## config.mk

```make
export PLATFORM = sky130hd
export DESIGN_NAME = traffic_light_phase_sequencer_unit
export DESIGN_NICKNAME = d
export VERILOG_FILES = /design/src/hw/rtl/tlps_pkg.sv /design/src/hw/rtl/tlps_ctrl.sv /design/src/hw/rtl/tlps_datapath.sv /design/src/hw/rtl/traffic_light_phase_sequencer_unit.sv
export SDC_FILE = /design/constraint.sdc
export NUM_CORES = 1
export LEC_CHECK = 0
export BUFFER_PORTS_ARGS = -buffer_cell sky130_fd_sc_hd__buf_2
export CORE_MARGIN = 2
export CORE_UTILIZATION = 49
export CTS_CLUSTER_DIAMETER = 150
export DETAILED_ROUTE_END_ITERATION = 10
export GPL_TIMING_DRIVEN = 0
export PLACE_DENSITY = 0.65
export SYNTH_ARGS = -nofsm -noshare
export SYNTH_HDL_FRONTEND = slang
export SYNTH_HIERARCHICAL = 1
export SYNTH_SLANG_ARGS = --single-unit
export TNS_END_PERCENT = 20
```

## constraint.sdc

```tcl
create_clock -name clk -period 7.3 [get_ports clk]
set_input_delay 1.095 -clock clk [delete_from_list [all_inputs] [get_ports clk]]
set_output_delay 1.095 -clock clk [all_outputs]
set_load 0.005 [all_outputs]
```

## src/hw/rtl/tlps_pkg.sv

```systemverilog
`default_nettype none
// ----------------------------------------------------------------------------
// tlps_pkg
// Shared types and constants for the traffic light phase sequencer.
// ----------------------------------------------------------------------------
package tlps_pkg;

  localparam int unsigned LEN_W   = 16;
  localparam int unsigned TIME_W  = 20;
  localparam int unsigned SUM_W   = 19;
  localparam int unsigned PHASE_W = 3;
  localparam int unsigned IDX_W   = 3;
  localparam int unsigned QUART_W = LEN_W - 2;
  localparam int unsigned BITS_W  = 4;

  localparam logic [PHASE_W-1:0] PH_GREEN      = 3'd0;
  localparam logic [PHASE_W-1:0] PH_GREEN_BLINK = 3'd1;
  localparam logic [PHASE_W-1:0] PH_YELLOW     = 3'd2;
  localparam logic [PHASE_W-1:0] PH_RED        = 3'd3;
  localparam logic [PHASE_W-1:0] PH_RED_YELLOW = 3'd4;

  localparam logic [IDX_W-1:0] REG_GREEN       = 3'd0;
  localparam logic [IDX_W-1:0] REG_GREEN_BLINK = 3'd1;
  localparam logic [IDX_W-1:0] REG_YELLOW      = 3'd2;
  localparam logic [IDX_W-1:0] REG_RED         = 3'd3;
  localparam logic [IDX_W-1:0] REG_RED_YELLOW  = 3'd4;

  localparam logic [LEN_W-1:0] RST_GREEN       = 16'd10000;
  localparam logic [LEN_W-1:0] RST_GREEN_BLINK = 16'd2000;
  localparam logic [LEN_W-1:0] RST_YELLOW      = 16'd2000;
  localparam logic [LEN_W-1:0] RST_RED         = 16'd10000;
  localparam logic [LEN_W-1:0] RST_RED_YELLOW  = 16'd2000;

  typedef struct packed {
    logic load_in;
    logic scan_step;
    logic mod_init;
    logic mod_step;
    logic commit;
  } cmd_t;

  typedef struct packed {
    logic scan_hit;
    logic scan_blink;
    logic scan_last;
    logic q_zero;
    logic mod_last;
  } status_t;

endpackage
`default_nettype wire

```

## src/hw/rtl/tlps_ctrl.sv

```systemverilog
`default_nettype none
// ----------------------------------------------------------------------------
// tlps_ctrl
// Sequencer: accepts a request, walks the phase scan and the blink modulo,
// then commits the result into the output register.
// ----------------------------------------------------------------------------
module tlps_ctrl (
  input  wire logic             clk,
  input  wire logic             rst,
  input  wire logic             in_valid,
  output logic                  in_stall,
  output logic                  out_valid,
  input  wire logic             out_stall,
  input  wire tlps_pkg::status_t status,
  output tlps_pkg::cmd_t        cmd
);

  localparam logic [1:0] S_IDLE = 2'd0;
  localparam logic [1:0] S_SCAN = 2'd1;
  localparam logic [1:0] S_MOD  = 2'd2;
  localparam logic [1:0] S_DONE = 2'd3;

  logic [1:0] state;
  logic [1:0] state_next;
  logic       out_free;

  assign in_stall = (state != S_IDLE);
  assign out_free = !out_valid || !out_stall;

  always_comb begin
    state_next = state;
    cmd        = '0;
    unique case (state)
      S_IDLE: begin
        if (in_valid) begin
          cmd.load_in = 1'b1;
          state_next  = S_SCAN;
        end
      end
      S_SCAN: begin
        cmd.scan_step = 1'b1;
        if (status.scan_hit) begin
          if (status.scan_blink && !status.q_zero) begin
            cmd.mod_init = 1'b1;
            state_next   = S_MOD;
          end else begin
            state_next = S_DONE;
          end
        end else if (status.scan_last) begin
          state_next = S_DONE;
        end
      end
      S_MOD: begin
        cmd.mod_step = 1'b1;
        if (status.mod_last) begin
          state_next = S_DONE;
        end
      end
      S_DONE: begin
        if (out_free) begin
          cmd.commit = 1'b1;
          state_next = S_IDLE;
        end
      end
      default: state_next = S_IDLE;
    endcase
  end

  always_ff @(posedge clk) begin
    if (rst) begin
      state     <= S_IDLE;
      out_valid <= 1'b0;
    end else begin
      state <= state_next;
      if (cmd.commit) begin
        out_valid <= 1'b1;
      end else if (!out_stall) begin
        out_valid <= 1'b0;
      end
    end
  end

endmodule
`default_nettype wire

```

## src/hw/rtl/tlps_datapath.sv

```systemverilog
`default_nettype none
// ----------------------------------------------------------------------------
// tlps_datapath
// Phase length registers, running-sum phase scan, bit-serial blink modulo,
// lamp state and output register.
// ----------------------------------------------------------------------------
module tlps_datapath (
  input  wire logic                          clk,
  input  wire logic                          rst,
  input  wire logic                          cfg_we,
  input  wire logic [tlps_pkg::IDX_W-1:0]    cfg_index,
  input  wire logic [tlps_pkg::LEN_W-1:0]    cfg_data,
  input  wire logic [tlps_pkg::TIME_W-1:0]   elapsed_ms,
  input  wire tlps_pkg::cmd_t                cmd,
  output tlps_pkg::status_t                  status,
  output logic                               green_on,
  output logic                               yellow_on,
  output logic                               red_on,
  output logic [tlps_pkg::PHASE_W-1:0]       phase
);

  logic [tlps_pkg::LEN_W-1:0]   green_ms;
  logic [tlps_pkg::LEN_W-1:0]   green_blink_ms;
  logic [tlps_pkg::LEN_W-1:0]   yellow_ms;
  logic [tlps_pkg::LEN_W-1:0]   red_ms;
  logic [tlps_pkg::LEN_W-1:0]   red_yellow_ms;

  logic [tlps_pkg::TIME_W-1:0]  t;
  logic [tlps_pkg::SUM_W-1:0]   sum;
  logic [tlps_pkg::SUM_W-1:0]   sum_next;
  logic [tlps_pkg::PHASE_W-1:0] k;
  logic [tlps_pkg::PHASE_W-1:0] cur_phase;
  logic [tlps_pkg::LEN_W-1:0]   len_sel;

  logic [tlps_pkg::TIME_W-1:0]  into_full;
  logic [tlps_pkg::QUART_W-1:0] q;
  logic [tlps_pkg::LEN_W-1:0]   dividend;
  logic [tlps_pkg::QUART_W-1:0] rem;
  logic [tlps_pkg::QUART_W:0]   rem_shift;
  logic [tlps_pkg::QUART_W:0]   rem_diff;
  logic [tlps_pkg::BITS_W-1:0]  bit_cnt;
  logic                         blink_green;

  logic lamp_green;
  logic lamp_yellow;
  logic lamp_red;
  logic lamp_green_next;
  logic lamp_yellow_next;
  logic lamp_red_next;

  always_ff @(posedge clk) begin
    if (rst) begin
      green_ms       <= tlps_pkg::RST_GREEN;
      green_blink_ms <= tlps_pkg::RST_GREEN_BLINK;
      yellow_ms      <= tlps_pkg::RST_YELLOW;
      red_ms         <= tlps_pkg::RST_RED;
      red_yellow_ms  <= tlps_pkg::RST_RED_YELLOW;
    end else if (cfg_we) begin
      unique case (cfg_index)
        tlps_pkg::REG_GREEN:       green_ms       <= cfg_data;
        tlps_pkg::REG_GREEN_BLINK: green_blink_ms <= cfg_data;
        tlps_pkg::REG_YELLOW:      yellow_ms      <= cfg_data;
        tlps_pkg::REG_RED:         red_ms         <= cfg_data;
        tlps_pkg::REG_RED_YELLOW:  red_yellow_ms  <= cfg_data;
        default: ;
      endcase
    end
  end

  always_comb begin
    unique case (k)
      tlps_pkg::PH_GREEN:       len_sel = green_ms;
      tlps_pkg::PH_GREEN_BLINK: len_sel = green_blink_ms;
      tlps_pkg::PH_YELLOW:      len_sel = yellow_ms;
      tlps_pkg::PH_RED:         len_sel = red_ms;
      tlps_pkg::PH_RED_YELLOW:  len_sel = red_yellow_ms;
      default:                  len_sel = '0;
    endcase
  end

  assign sum_next  = sum + {{(tlps_pkg::SUM_W-tlps_pkg::LEN_W){1'b0}}, len_sel};
  assign into_full = t - {{(tlps_pkg::TIME_W-tlps_pkg::LEN_W){1'b0}}, green_ms};
  assign q         = green_blink_ms[tlps_pkg::LEN_W-1:2];
  assign rem_shift = {rem, dividend[tlps_pkg::LEN_W-1]};
  assign rem_diff  = rem_shift - {1'b0, q};

  assign status.scan_hit   = t < {{(tlps_pkg::TIME_W-tlps_pkg::SUM_W){1'b0}}, sum_next};
  assign status.scan_blink = (k == tlps_pkg::PH_GREEN_BLINK);
  assign status.scan_last  = (k == tlps_pkg::PH_RED_YELLOW);
  assign status.q_zero     = (q == '0);
  assign status.mod_last   = (bit_cnt == {tlps_pkg::BITS_W{1'b1}});

  always_ff @(posedge clk) begin
    if (cmd.load_in) begin
      t         <= elapsed_ms;
      sum       <= '0;
      k         <= '0;
      cur_phase <= tlps_pkg::PH_GREEN;
    end else if (cmd.scan_step) begin
      sum <= sum_next;
      k   <= k + 3'd1;
      if (status.scan_hit) begin
        cur_phase <= k;
      end
    end
    if (cmd.mod_init) begin
      dividend <= into_full[tlps_pkg::LEN_W-1:0];
      rem      <= '0;
      bit_cnt  <= '0;
    end else if (cmd.mod_step) begin
      dividend <= {dividend[tlps_pkg::LEN_W-2:0], 1'b0};
      bit_cnt  <= bit_cnt + 4'd1;
      if (!rem_diff[tlps_pkg::QUART_W]) begin
        rem <= rem_diff[tlps_pkg::QUART_W-1:0];
      end else begin
        rem <= rem_shift[tlps_pkg::QUART_W-1:0];
      end
    end
  end

  assign blink_green = status.q_zero || !(rem < {1'b0, q[tlps_pkg::QUART_W-1:1]});

  always_comb begin
    lamp_green_next  = lamp_green;
    lamp_yellow_next = lamp_yellow;
    lamp_red_next    = lamp_red;
    unique case (cur_phase)
      tlps_pkg::PH_GREEN: begin
        lamp_red_next    = 1'b0;
        lamp_yellow_next = 1'b0;
        lamp_green_next  = 1'b1;
      end
      tlps_pkg::PH_GREEN_BLINK: begin
        lamp_green_next = blink_green;
      end
      tlps_pkg::PH_YELLOW: begin
        lamp_green_next  = 1'b0;
        lamp_yellow_next = 1'b1;
      end
      tlps_pkg::PH_RED: begin
        lamp_yellow_next = 1'b0;
        lamp_red_next    = 1'b1;
      end
      default: begin
        lamp_red_next    = 1'b1;
        lamp_yellow_next = 1'b1;
      end
    endcase
  end

  always_ff @(posedge clk) begin
    if (rst) begin
      lamp_green  <= 1'b0;
      lamp_yellow <= 1'b0;
      lamp_red    <= 1'b0;
    end else if (cmd.commit) begin
      lamp_green  <= lamp_green_next;
      lamp_yellow <= lamp_yellow_next;
      lamp_red    <= lamp_red_next;
    end
  end

  always_ff @(posedge clk) begin
    if (cmd.commit) begin
      green_on  <= lamp_green_next;
      yellow_on <= lamp_yellow_next;
      red_on    <= lamp_red_next;
      phase     <= cur_phase;
    end
  end

endmodule
`default_nettype wire

```

## src/hw/rtl/traffic_light_phase_sequencer_unit.sv

```systemverilog
`default_nettype none
// ----------------------------------------------------------------------------
// traffic_light_phase_sequencer_unit
// Maps elapsed time within a signal cycle to a phase and lamp drives.
//
// Input channel: in_valid / in_stall with elapsed_ms. A request is taken
// when in_valid is high and in_stall is low; one request is in flight at a
// time and in_stall stays high until its result enters the output register.
// Output channel: out_valid / out_stall with green_on, yellow_on, red_on and
// phase, one result per request, held in an output register while stalled.
// The next request can be taken while a result waits in that register.
// Steps: accept; a scan with one running-sum compare per phase up to the hit
// or the last phase; a bit-serial modulo in the blinking-green phase when a
// quarter of its length is nonzero; commit once the output register is free.
// Configuration: cfg_we writes cfg_data into phase length register
// cfg_index (0 green .. 4 red-yellow); other indexes are ignored.
// Reset: default lengths, lamp state off (not lamp outputs), channels empty.
// ----------------------------------------------------------------------------
module traffic_light_phase_sequencer_unit (
  input  wire logic                          clk,
  input  wire logic                          rst,
  input  wire logic                          cfg_we,
  input  wire logic [tlps_pkg::IDX_W-1:0]    cfg_index,
  input  wire logic [tlps_pkg::LEN_W-1:0]    cfg_data,
  input  wire logic                          in_valid,
  output logic                               in_stall,
  input  wire logic [tlps_pkg::TIME_W-1:0]   elapsed_ms,
  output logic                               out_valid,
  input  wire logic                          out_stall,
  output logic                               green_on,
  output logic                               yellow_on,
  output logic                               red_on,
  output logic [tlps_pkg::PHASE_W-1:0]       phase
);

  tlps_pkg::cmd_t    cmd;
  tlps_pkg::status_t status;

  tlps_ctrl u_ctrl (
    .clk       (clk),
    .rst       (rst),
    .in_valid  (in_valid),
    .in_stall  (in_stall),
    .out_valid (out_valid),
    .out_stall (out_stall),
    .status    (status),
    .cmd       (cmd)
  );

  tlps_datapath u_datapath (
    .clk        (clk),
    .rst        (rst),
    .cfg_we     (cfg_we),
    .cfg_index  (cfg_index),
    .cfg_data   (cfg_data),
    .elapsed_ms (elapsed_ms),
    .cmd        (cmd),
    .status     (status),
    .green_on   (green_on),
    .yellow_on  (yellow_on),
    .red_on     (red_on),
    .phase      (phase)
  );

  a_busy_after_accept: assert property (@(posedge clk) disable iff (rst)
    (in_valid && !in_stall) |=> in_stall)
    else $error("input not held off after accept");

  a_phase_range: assert property (@(posedge clk) disable iff (rst)
    out_valid |-> (phase <= tlps_pkg::PH_RED_YELLOW))
    else $error("phase code out of range");

  a_green_lamps: assert property (@(posedge clk) disable iff (rst)
    (out_valid && phase == tlps_pkg::PH_GREEN) |-> (green_on && !yellow_on && !red_on))
    else $error("green phase lamps wrong");

  a_yellow_lamps: assert property (@(posedge clk) disable iff (rst)
    (out_valid && phase == tlps_pkg::PH_YELLOW) |-> (!green_on && yellow_on))
    else $error("yellow phase lamps wrong");

endmodule
`default_nettype wire
```

==> impl_metrics.yaml, run 1 <==
run_status:
  status: "finished clean"
placed_design:
  placed_cells: 1464
  io_buffers: 51
  place.gp.congestion: 0.917
  place_hpwl_microns: 20600
  post-place-ws_ps: -520
logic_synthesis:
  synthMuxAreaShare_pct: 3.18
  yosys.area_share.simple_pct: 19.1
  ys.flop_type: "dfxtp_1"
  synth_top_family_by_area: "compound AO/OA/AOI/OAI gates"
  ys_seq_area_share_pct: 39.0
  synthCells: 1148
  syn_avg_cell_area_sq_um: 8.60
  postSynth.asyncResetShare_pct: 0
  ys_seq_elements: 171
  synth_xor_area_share_pct: 3.46
  yosysWarnings: 6
  synth_fa_ha_area_share_pct: 10.1
  synth_nets: 1270
  netlist_area_sq_um: 9870
  synth_edf_count: 42
  synth_cell_types: 78
  synth_compound_area_share_pct: 20.3
timing:
  min_period_ps: 6980
  layout_setup_ws_ps: 325
  slew_headroom_pct: 30.8
  finalHoldViolations: 0
  clock_skew_ps: 15.4
  setup_violations: 0
  tightest_slew_ps: 1040
  min_period_over_period_pct: 95.6
  fmax_ghz: 0.143
  slew_violations: 0
global_route:
  grt_max_degree: 24
  grt_pass1_wl_microns: 43700
  antenna_found_initial: 0
  grt_pass1_vias: 8129
  grt_usage_pct: 26.0
  gr-total-overflow: 0
routing:
  vias: 8650
  routed_wl_microns: 27500
  detail_route.wl_per_cell_microns: 18.4
  drc: 0
  via_per_inst: 5.78
  drt_iter0_markers: 593
  ant_nets: 0
  drt_pass1_iterations: 5
power:
  irDropWorstVdd_v: 0.000201
  p_sw_mw: 1.68
  pwr-share-clk_pct: 22.5
  p_per_area_nw_per_um2: 365
  total_power_mw: 4.05
  p_int_mw: 2.36
  sw_frac_of_total_pct: 41.6
  p_seq_share_pct: 31.2
  combPwrFrac_pct: 46.2
  p_leak_nw: 4.44
floorplanning:
  rows: 51
  start_util_pct: 50.4
  die_h_microns: 146
  ios: 52
  die_w_microns: 146
  design.core.area_sq_um: 19600
  die_area_sq_um: 21300
clock_network:
  cts_hold_buffers: 0
  clk_pin_slew_ps: 80
  insertion_delay_ps: 440
  h-tree-depth: 4
  numCtsBuffers: 17
  clockBufferDepth: 2
  cts.sinks: 171
  root_buffer: "clkbuf_16"
  cts_tree: "built"
run:
  cap_violations: 0
cells_and_area:
  post-route-util_pct: 56.6
  fin_nets: 1342
  drive_above_1_share_pct: 10.6
  areaGrowthSynthToFinish_pct: 12.4
  layoutNonFillerInstCount: 1497
  antennaDiodeCount: 0
setup_path:
  worstSetupPathType: "reg -> reg"
  start_kind: "register"
  arrival_ps: 7180
  worst_path_largest_cell_delay_ps: 670
  crit_path_end_kind: "register"
  worstPathMaxFanout: 10
  slowest_stage: "or4b_2"
  required_ps: 7510
  crit_top_cell: "ha_1"
hold_path:
  hold_class: "reg -> reg"
-- state kept, by name, indices dropped and copies added (netlist names), 16 cells and up --
name / count
u_datapath/t: 20
u_datapath/dividend: 16
u_datapath/red_yellow_ms: 16
u_datapath/red_ms: 16
u_datapath/green_blink_ms: 16
u_datapath/yellow_ms: 16
u_datapath/sum: 19
u_datapath/green_ms: 16
-- layout by cell type (no fill, tap or decap), drive strengths merged, types with 4 or more instances in the layout --
master  count
a211oi     20
xnor2      22
o21a        8
nand3      43
clkinv      5
edfxtp     42
nor4        4
a21boi      4
o211ai     18
or4         4
o311ai      6
or4b        6
nor2       59
nand2     204
ha         75
inv        72
clkbuf     67
nor2b      17
xor2       17
buf        62
nand4       7
mux2i      19
and2        8
nand2b      9
a21oi     102
nor3       15
a222oi      7
dfxtp     129
mux2       11
or2         4
o21bai      4
a31oi       5
a21o       18
and3        7
a22oi      26
o21ai      41
nand4b      7
o31ai       8
-- cells by family (layout without fill, tap and decap cells) --
| kind of cell | count (synthesis) | after routing |
|---|---|---|
| mux | 30 | 30 |
| flops | 171 | 171 |
| buf+inv | 123 | 207 |
| compound gates | 300 | 300 |
| simple gates | 407 | 407 |
| xor+xnor | 39 | 39 |
| fa+ha+maj | 78 | 78 |
-- repair_timing --
action,4_1_cts,5_1_grt
pin swaps,0,2
setup endpoints to repair,36,49
hold endpoints to repair,0,0
setup buffers,0,2
gates resized for setup,7,12
-- critical path: cells and delay by family (launching register included) --
family	cells	cell delay (ps)
AOI/OAI and AO/OA	10	1950
and+or+nand+nor	9	1840
buffers and inverters	6	1170
adders and majority gates	4	1130
DFF	1	420
xor gates and xnor gates	1	230
-- layer usage --
| layer | global-route usage [%] | wire, microns |
|---|---|---|
| met4 | 8.92 | 723 |
| met1 | 35.7 | 12500 |
| met3 | 4.55 | 1680 |
| met2 | 41.5 | 12600 |
| met5 | 0 | 0 |
-- power groups by stage --
| stage | clock [mW] | combinational [mW] | sequential [mW] |
|---|---|---|---|
| floorplan | 0 | 1.39 | 1.24 |
| global placement | 0 | 1.80 | 1.28 |
| detailed placement | 0 | 1.83 | 1.28 |
| CTS | 0.929 | 1.85 | 1.26 |
| global route | 0.963 | 2.09 | 1.28 |
| finish | 0.911 | 1.87 | 1.26 |
-- path summary, 6_finish.rpt --
kind	startpoint	end	slack (ps)	depth (start not counted)
worst max-delay path	u_datapath/k[0]	u_datapath/dividend[8]	320	30
worst min-delay path	u_datapath/red_yellow_ms[0]	u_datapath/red_yellow_ms[0]	460	2
worst max register to register	u_datapath/k[0]	u_datapath/dividend[8]	320	30
worst min register to register	u_datapath/red_yellow_ms[0]	u_datapath/red_yellow_ms[0]	460	2
-- cell usage after synthesis, types with 4 or more instances --
cell      number  area (sq um)
inv_1         63           236
xor2_1        17           149
mux2_2        11           124
nand4b_1       7          61.3
a222oi_1       7          70.1
clkbuf_1      51           191
a22oi_1       26           195
a21oi_1      100           500
a211oi_1      20           150
o21bai_1       4          30.0
nand2_1      204           766
a21o_1        17           128
nand4_1        7          43.8
nand2b_1       9          56.3
nand3_1       42           210
ha_1          75           938
mux2i_1       19           190
buf_1          5          18.8
nor2_1        59           221
xnor2_1       22           193
nor3_1        15          75.1
or4b_2         5          50.1
o21ai_0       38           190
and2_1         7          43.8
o211ai_1      17           128
nor2b_1       17           106
o31ai_1        8          60.1
edfxtp_1      42          1260
nor4_1         4          25.0
and3_1         7          43.8
o311ai_0       6          52.6
dfxtp_1      129          2580
a31oi_1        5          31.3
o21a_1         8          60.1
or2_2          4          25.0
-- final cells by class --
class / count / area (sq um)
buffer: 58 / 240
clock buffer: 18 / 450
clock inverter: 13 / 140
fill: 1854 / 8500
inverter: 65 / 244
multi-input combinational: 854 / 5570
sequential: 171 / 3840
tap: 265 / 332
timing repair buffer: 53 / 270
-- stage by stage --
step / hold WS [ps] / cell area, sq um / setup TNS, ps
after floorplan: 436 / 9870 / 0
after global placement: 441 / 10500 / -9560
after detailed placement: 447 / 10500 / -11090
after CTS: 458 / 11100 / 0
after global routing: 478 / 11100 / -40.1
final: 456 / 11100 / 0
(Power assumes the default switching activity.)
==> inputs of run 2 (changes only) <==
Settings changed: RECOVER_POWER set to 25.
==> impl_metrics.yaml, run 2 (synthesis results as in run 1) <==
routing:
  routed_wl_microns: 27500
  vias: 8656
  drt_pass1_iterations: 6
  via_per_inst: 5.78
  detail_route.wl_per_cell_microns: 18.4
  drt_iter0_markers: 599
  ant_nets: 0
  drc: 0
setup_path:
  worstPathMaxFanout: 10
  start_kind: "register"
  worst_path_largest_cell_delay_ps: 670
  required_ps: 7510
  crit_path_end_kind: "register"
  slowest_stage: "or4b_2"
  crit_top_cell: "ha_1"
  worstSetupPathType: "reg -> reg"
  arrival_ps: 7210
floorplanning:
  rows: 51
  design.core.area_sq_um: 19600
  die_w_microns: 146
  die_area_sq_um: 21300
  start_util_pct: 50.4
  die_h_microns: 146
  ios: 52
timing:
  setup_violations: 0
  slew_headroom_pct: -0.570
  tns_ps: 0
  min_period_ps: 7000
  min_period_over_period_pct: 95.9
  slew_violations: 24
  finalHoldViolations: 0
  fmax_ghz: 0.143
  clock_skew_ps: 15.5
  tightest_slew_ps: 1510
power:
  irDropWorstVdd_v: 0.000201
  p_per_area_nw_per_um2: 365
  p_leak_nw: 4.42
clock_network:
  numCtsBuffers: 17
  cts.sinks: 171
  cts_hold_buffers: 0
  insertion_delay_ps: 440
  root_buffer: "clkbuf_16"
  h-tree-depth: 4
  cts_tree: "built"
  clockBufferDepth: 2
  clk_pin_slew_ps: 80
run:
  cap_violations: 1
cells_and_area:
  regMostFlops: "u_datapath/t"
  layout_common_cells: "nand2_1, dfxtp_1, a21oi_1, ha_1, inv_1"
  post-route-util_pct: 56.6
  layout_commonest_cell: "nand2_1"
  areaGrowthSynthToFinish_pct: 12.4
  antennaDiodeCount: 0
  layoutNonFillerInstCount: 1497
  drive_above_1_share_pct: 10.2
  reg_top3: "u_datapath/t x20, u_datapath/sum x19"
  largest_register_ffs: 20
  fin_nets: 1342
placed_design:
  placed_cells: 1464
  io_buffers: 51
  place.gp.congestion: 0.917
  place_hpwl_microns: 20600
global_route:
  grt_usage_pct: 26.0
  grt_pass1_vias: 8129
  gr-total-overflow: 0
  antenna_found_initial: 0
  grt_pass1_wl_microns: 43700
  grt_max_degree: 24
run_status:
  violations: "capacitance limit, slew limit"
  status: "complete, but fails checks"
hold_path:
  hold_class: "reg -> reg"
[run 2: cell count changes in the layout (fill, tap and decap cells not counted)]
| cell | delta |
|---|---|
| buf_2 | -5 |
| clkbuf_1 | +5 |
| a21boi_0 | +1 |
| a21boi_1 | -1 |
| and2_0 | +1 |
| and2_1 | -1 |
[run 2: final timing paths]
path                                                   from                          end  slack, ps  depth (start not counted)
worst min-delay path            u_datapath/red_yellow_ms[0]  u_datapath/red_yellow_ms[0]        460                          2
worst min register to register  u_datapath/red_yellow_ms[0]  u_datapath/red_yellow_ms[0]        460                          2
worst max register to register              u_datapath/k[0]       u_datapath/dividend[8]        300                         30
worst max-delay path                        u_datapath/k[0]       u_datapath/dividend[8]        300                         30
[run 2: area by class of cell]
cell class	instances	area [sq um]
Timing Repair Buffer	53	264
Inverter	65	244
Sequential cell	171	3840
Buffer	58	240
Multi-Input combinational cell	854	5570
Fill cell	1858	8500
Tap cell	265	332
Clock buffer	18	450
Clock inverter	13	140
[run 2: metal layers]
metal | wire [microns] | track usage [%] | up-vias
li1 | - | - | 4266
met1 | 12600 | 35.7 | 4077
met2 | 12600 | 41.5 | 267
met3 | 1630 | 4.55 | 46
met4 | 705 | 8.92 | 0
met5 | 0 | 0 | -
[run 2: report_power, final]
group | switching [mW] | internal [mW] | total (mW)
Sequential | 0.116 | 1.15 | 1.27
Combinational | 1.13 | 0.739 | 1.87
Clock | 0.434 | 0.477 | 0.911
[run 2: critical path: cells and delay by family, from the launching register on]
| kind | cells | cell delay, ps |
|---|---|---|
| xor+xnor | 1 | 230 |
| flops | 1 | 420 |
| fa+ha+maj | 4 | 1130 |
| compound gates | 10 | 1940 |
| simple gates | 9 | 1840 |
| buf+inv | 6 | 1190 |
[run 2: per-stage QoR]
stage                     hold WS, ps  setup WS, ps  instance area, sq um  power [mW]
after global routing              478         -36.7                 11100        4.34
after global placement            441          -469                 10500        3.08
after detailed placement          447          -520                 10500        3.11
after floorplan                   436          1350                  9870        2.63
final                             456           302                 11100        4.05
after CTS                         458          10.8                 11100        4.04
[run 2: what timing repair did]
| item | CTS | global route |
|---|---|---|
| cloned | 0 | 0 |
| pin swaps | 0 | 2 |
| resized for setup | 7 | 12 |
| setup buffers | 0 | 2 |
| setup endpoints to repair | 36 | 49 |
==> inputs of run 3 (changes only) <==
Settings changed: CORE_UTILIZATION 49 to 30, PLACE_DENSITY 0.65 to 0.44.
==> impl_metrics.yaml, run 3 (synthesis results as in run 1) <==
global_route:
  gr-total-overflow: 0
  grt_max_degree: 24
  grt_usage_pct: 18.5
  antenna_found_initial: 0
  grt_pass1_vias: 7981
  grt_pass1_wl_microns: 47800
power:
  irDropWorstVdd_v: 0.000172
  p_per_area_nw_per_um2: 359
  p_leak_nw: 4.39
  total_power_mw: 4.04
routing:
  drt_pass1_iterations: 8
  detail_route.wl_per_cell_microns: 18.6
  wl_met2_microns: 14200
  dr.max_layer_used: "met4"
  drc: 0
  vias: 8459
  wl_met3_microns: 920
  ant_nets: 0
  wl_met1_microns: 15700
  via_per_inst: 5.06
  routed_wl_microns: 31100
  drt_iter0_markers: 624
setup_path:
  crit_path_end: "u_datapath/dividend[8]"
  required_ps: 7490
  arrival_ps: 7130
  cp-startpoint: "u_datapath/k[2]"
  reg2reg_depth: 27
  timing.rr.end: "u_datapath/dividend[8]"
  reg2reg_from: "u_datapath/k[2]"
  crit_path_end_kind: "register"
  rrSetupSlack_ps: 360
  worstPathMaxFanout: 10
  worstSetupPathType: "reg -> reg"
  start_kind: "register"
clock_network:
  clockBufferDepth: 2
  insertion_delay_ps: 440
  h-tree-depth: 4
  root_buffer: "clkbuf_16"
  cts.sinks: 171
  cts_tree: "built"
  clk_pin_slew_ps: 70
  cts_hold_buffers: 0
  numCtsBuffers: 17
timing:
  slew_headroom_pct: 3.73
  clock_skew_ps: 13.6
  fin_hold_ws_ps: 456
  min_period_ps: 6940
  finalHoldViolations: 0
  setup_violations: 0
  fmax_ghz: 0.144
  tightest_slew_ps: 1430
  slew_violations: 0
  min_period_over_period_pct: 95.1
  grt_setup_unrepaired: "false"
cells_and_area:
  layout_commonest_cell: "nand2_1"
  layout_common_cells: "nand2_1, dfxtp_1, a21oi_1, ha_1, inv_1"
  areaGrowthSynthToFinish_pct: 14.1
  drive_above_1_share_pct: 10.2
  largest_register_ffs: 20
  fin_nets: 1341
  reg_top3: "u_datapath/t x20, u_datapath/sum x19"
  antennaDiodeCount: 0
  regMostFlops: "u_datapath/t"
floorplanning:
  start_util_pct: 30.4
  die_area_sq_um: 34400
  design.core.area_sq_um: 32500
  die_h_microns: 185
  die_w_microns: 185
  rows: 66
  ios: 52
run:
  cap_violations: 0
placed_design:
  place_hpwl_microns: 23700
  place.gp.congestion: 0.806
  io_buffers: 51
hold_path:
  hold_class: "reg -> reg"
run_status:
  status: "finished clean"
## run 3: changes by cell type in the layout (fill, tap and decap cells not counted), moves of 3 or more
| cell | before | now |
|---|---|---|
| clkbuf_1 | 50 | 53 |
| clkbuf_4 | 0 | 3 |
| buf_2 | 48 | 43 |
| inv_6 | 4 | 7 |
## run 3: layout make-up
cell class	count	area, sq um
repair buffers	54	265
plain buffers	56	249
well taps	442	553
clock buffers	18	429
inverters	65	248
clock inverters	13	104
fillers	3429	21200
multi-input cells	854	5560
flip-flops and latches	171	3840
## run 3: critical path: stages, from the launching register on
cell,delay (ps)
dfxtp_1,390
clkbuf_4,230
inv_1,60
ha_2,250
clkbuf_4,230
a222oi_1,530
o21ai_1,230
fa_1,490
a211oi_1,250
o21bai_1,170
o21ai_2,180
a21oi_1,150
o41a_1,480
nand3_1,130
xor2_1,210
ha_1,280
nand4_1,110
nor3_1,50
a221oi_1,330
and2_2,260
nand3b_1,190
nor2_1,150
clkbuf_4,220
clkinvlp_4,130
or4b_2,670
o21ai_0,90
a21oi_1,60
o311ai_0,130
## run 3: timing repair
item / in CTS / in global routing
pin swaps: 1 / 2
setup endpoints to repair: 46 / 27
resized for setup: 15 / 12
buffers inserted: 2 / 1
## run 3: through the flow
stage	instance area [sq um]	util [%]	setup WS (ps)	TNS, ps	instances
floorplan	9870	-	1350	0	1148
global placement	10700	32.9	-887	-25590	1641
detailed placement	10700	32.9	-839	-24150	1641
CTS	11300	34.7	65.1	0	1674
global route	11300	34.7	2.22	0	1673
finish	11300	34.7	357	0	1673
## run 3: where the power goes
group	switching [mW]	total (mW)	internal (mW)	leakage, nW
Clock	0.428	0.872	0.444	0.266
Sequential	0.115	1.26	1.15	1.44
Combinational	1.16	1.90	0.742	2.68
Total	1.70	4.04	2.34	4.39
## run 3: worst min-delay path by stage
stage | start | to | slack (ps) | cells past startpoint
6_report | u_datapath/red_ms[2] | u_datapath/red_ms[2] | 460 | 2
5_1_grt | u_datapath/red_ms[12] | u_datapath/red_ms[12] | 480 | 2
4_1_cts | u_datapath/red_ms[15] | u_datapath/red_ms[15] | 460 | 2
3_5_place_dp | u_datapath/red_ms[12] | u_datapath/red_ms[12] | 450 | 2
3_3_place_gp | u_datapath/red_ms[0] | u_datapath/red_ms[0] | 440 | 2
2_1_floorplan | u_datapath/red_yellow_ms[11] | u_datapath/red_yellow_ms[11] | 440 | 2
## run 3: routing by layer
layer / vias to the layer above / track usage [%]
met2: 143 / 29.8
li1: 4256 / -
met3: 21 / 2.34
met5: - / 0
met1: 4039 / 26.5
met4: 0 / 3.75
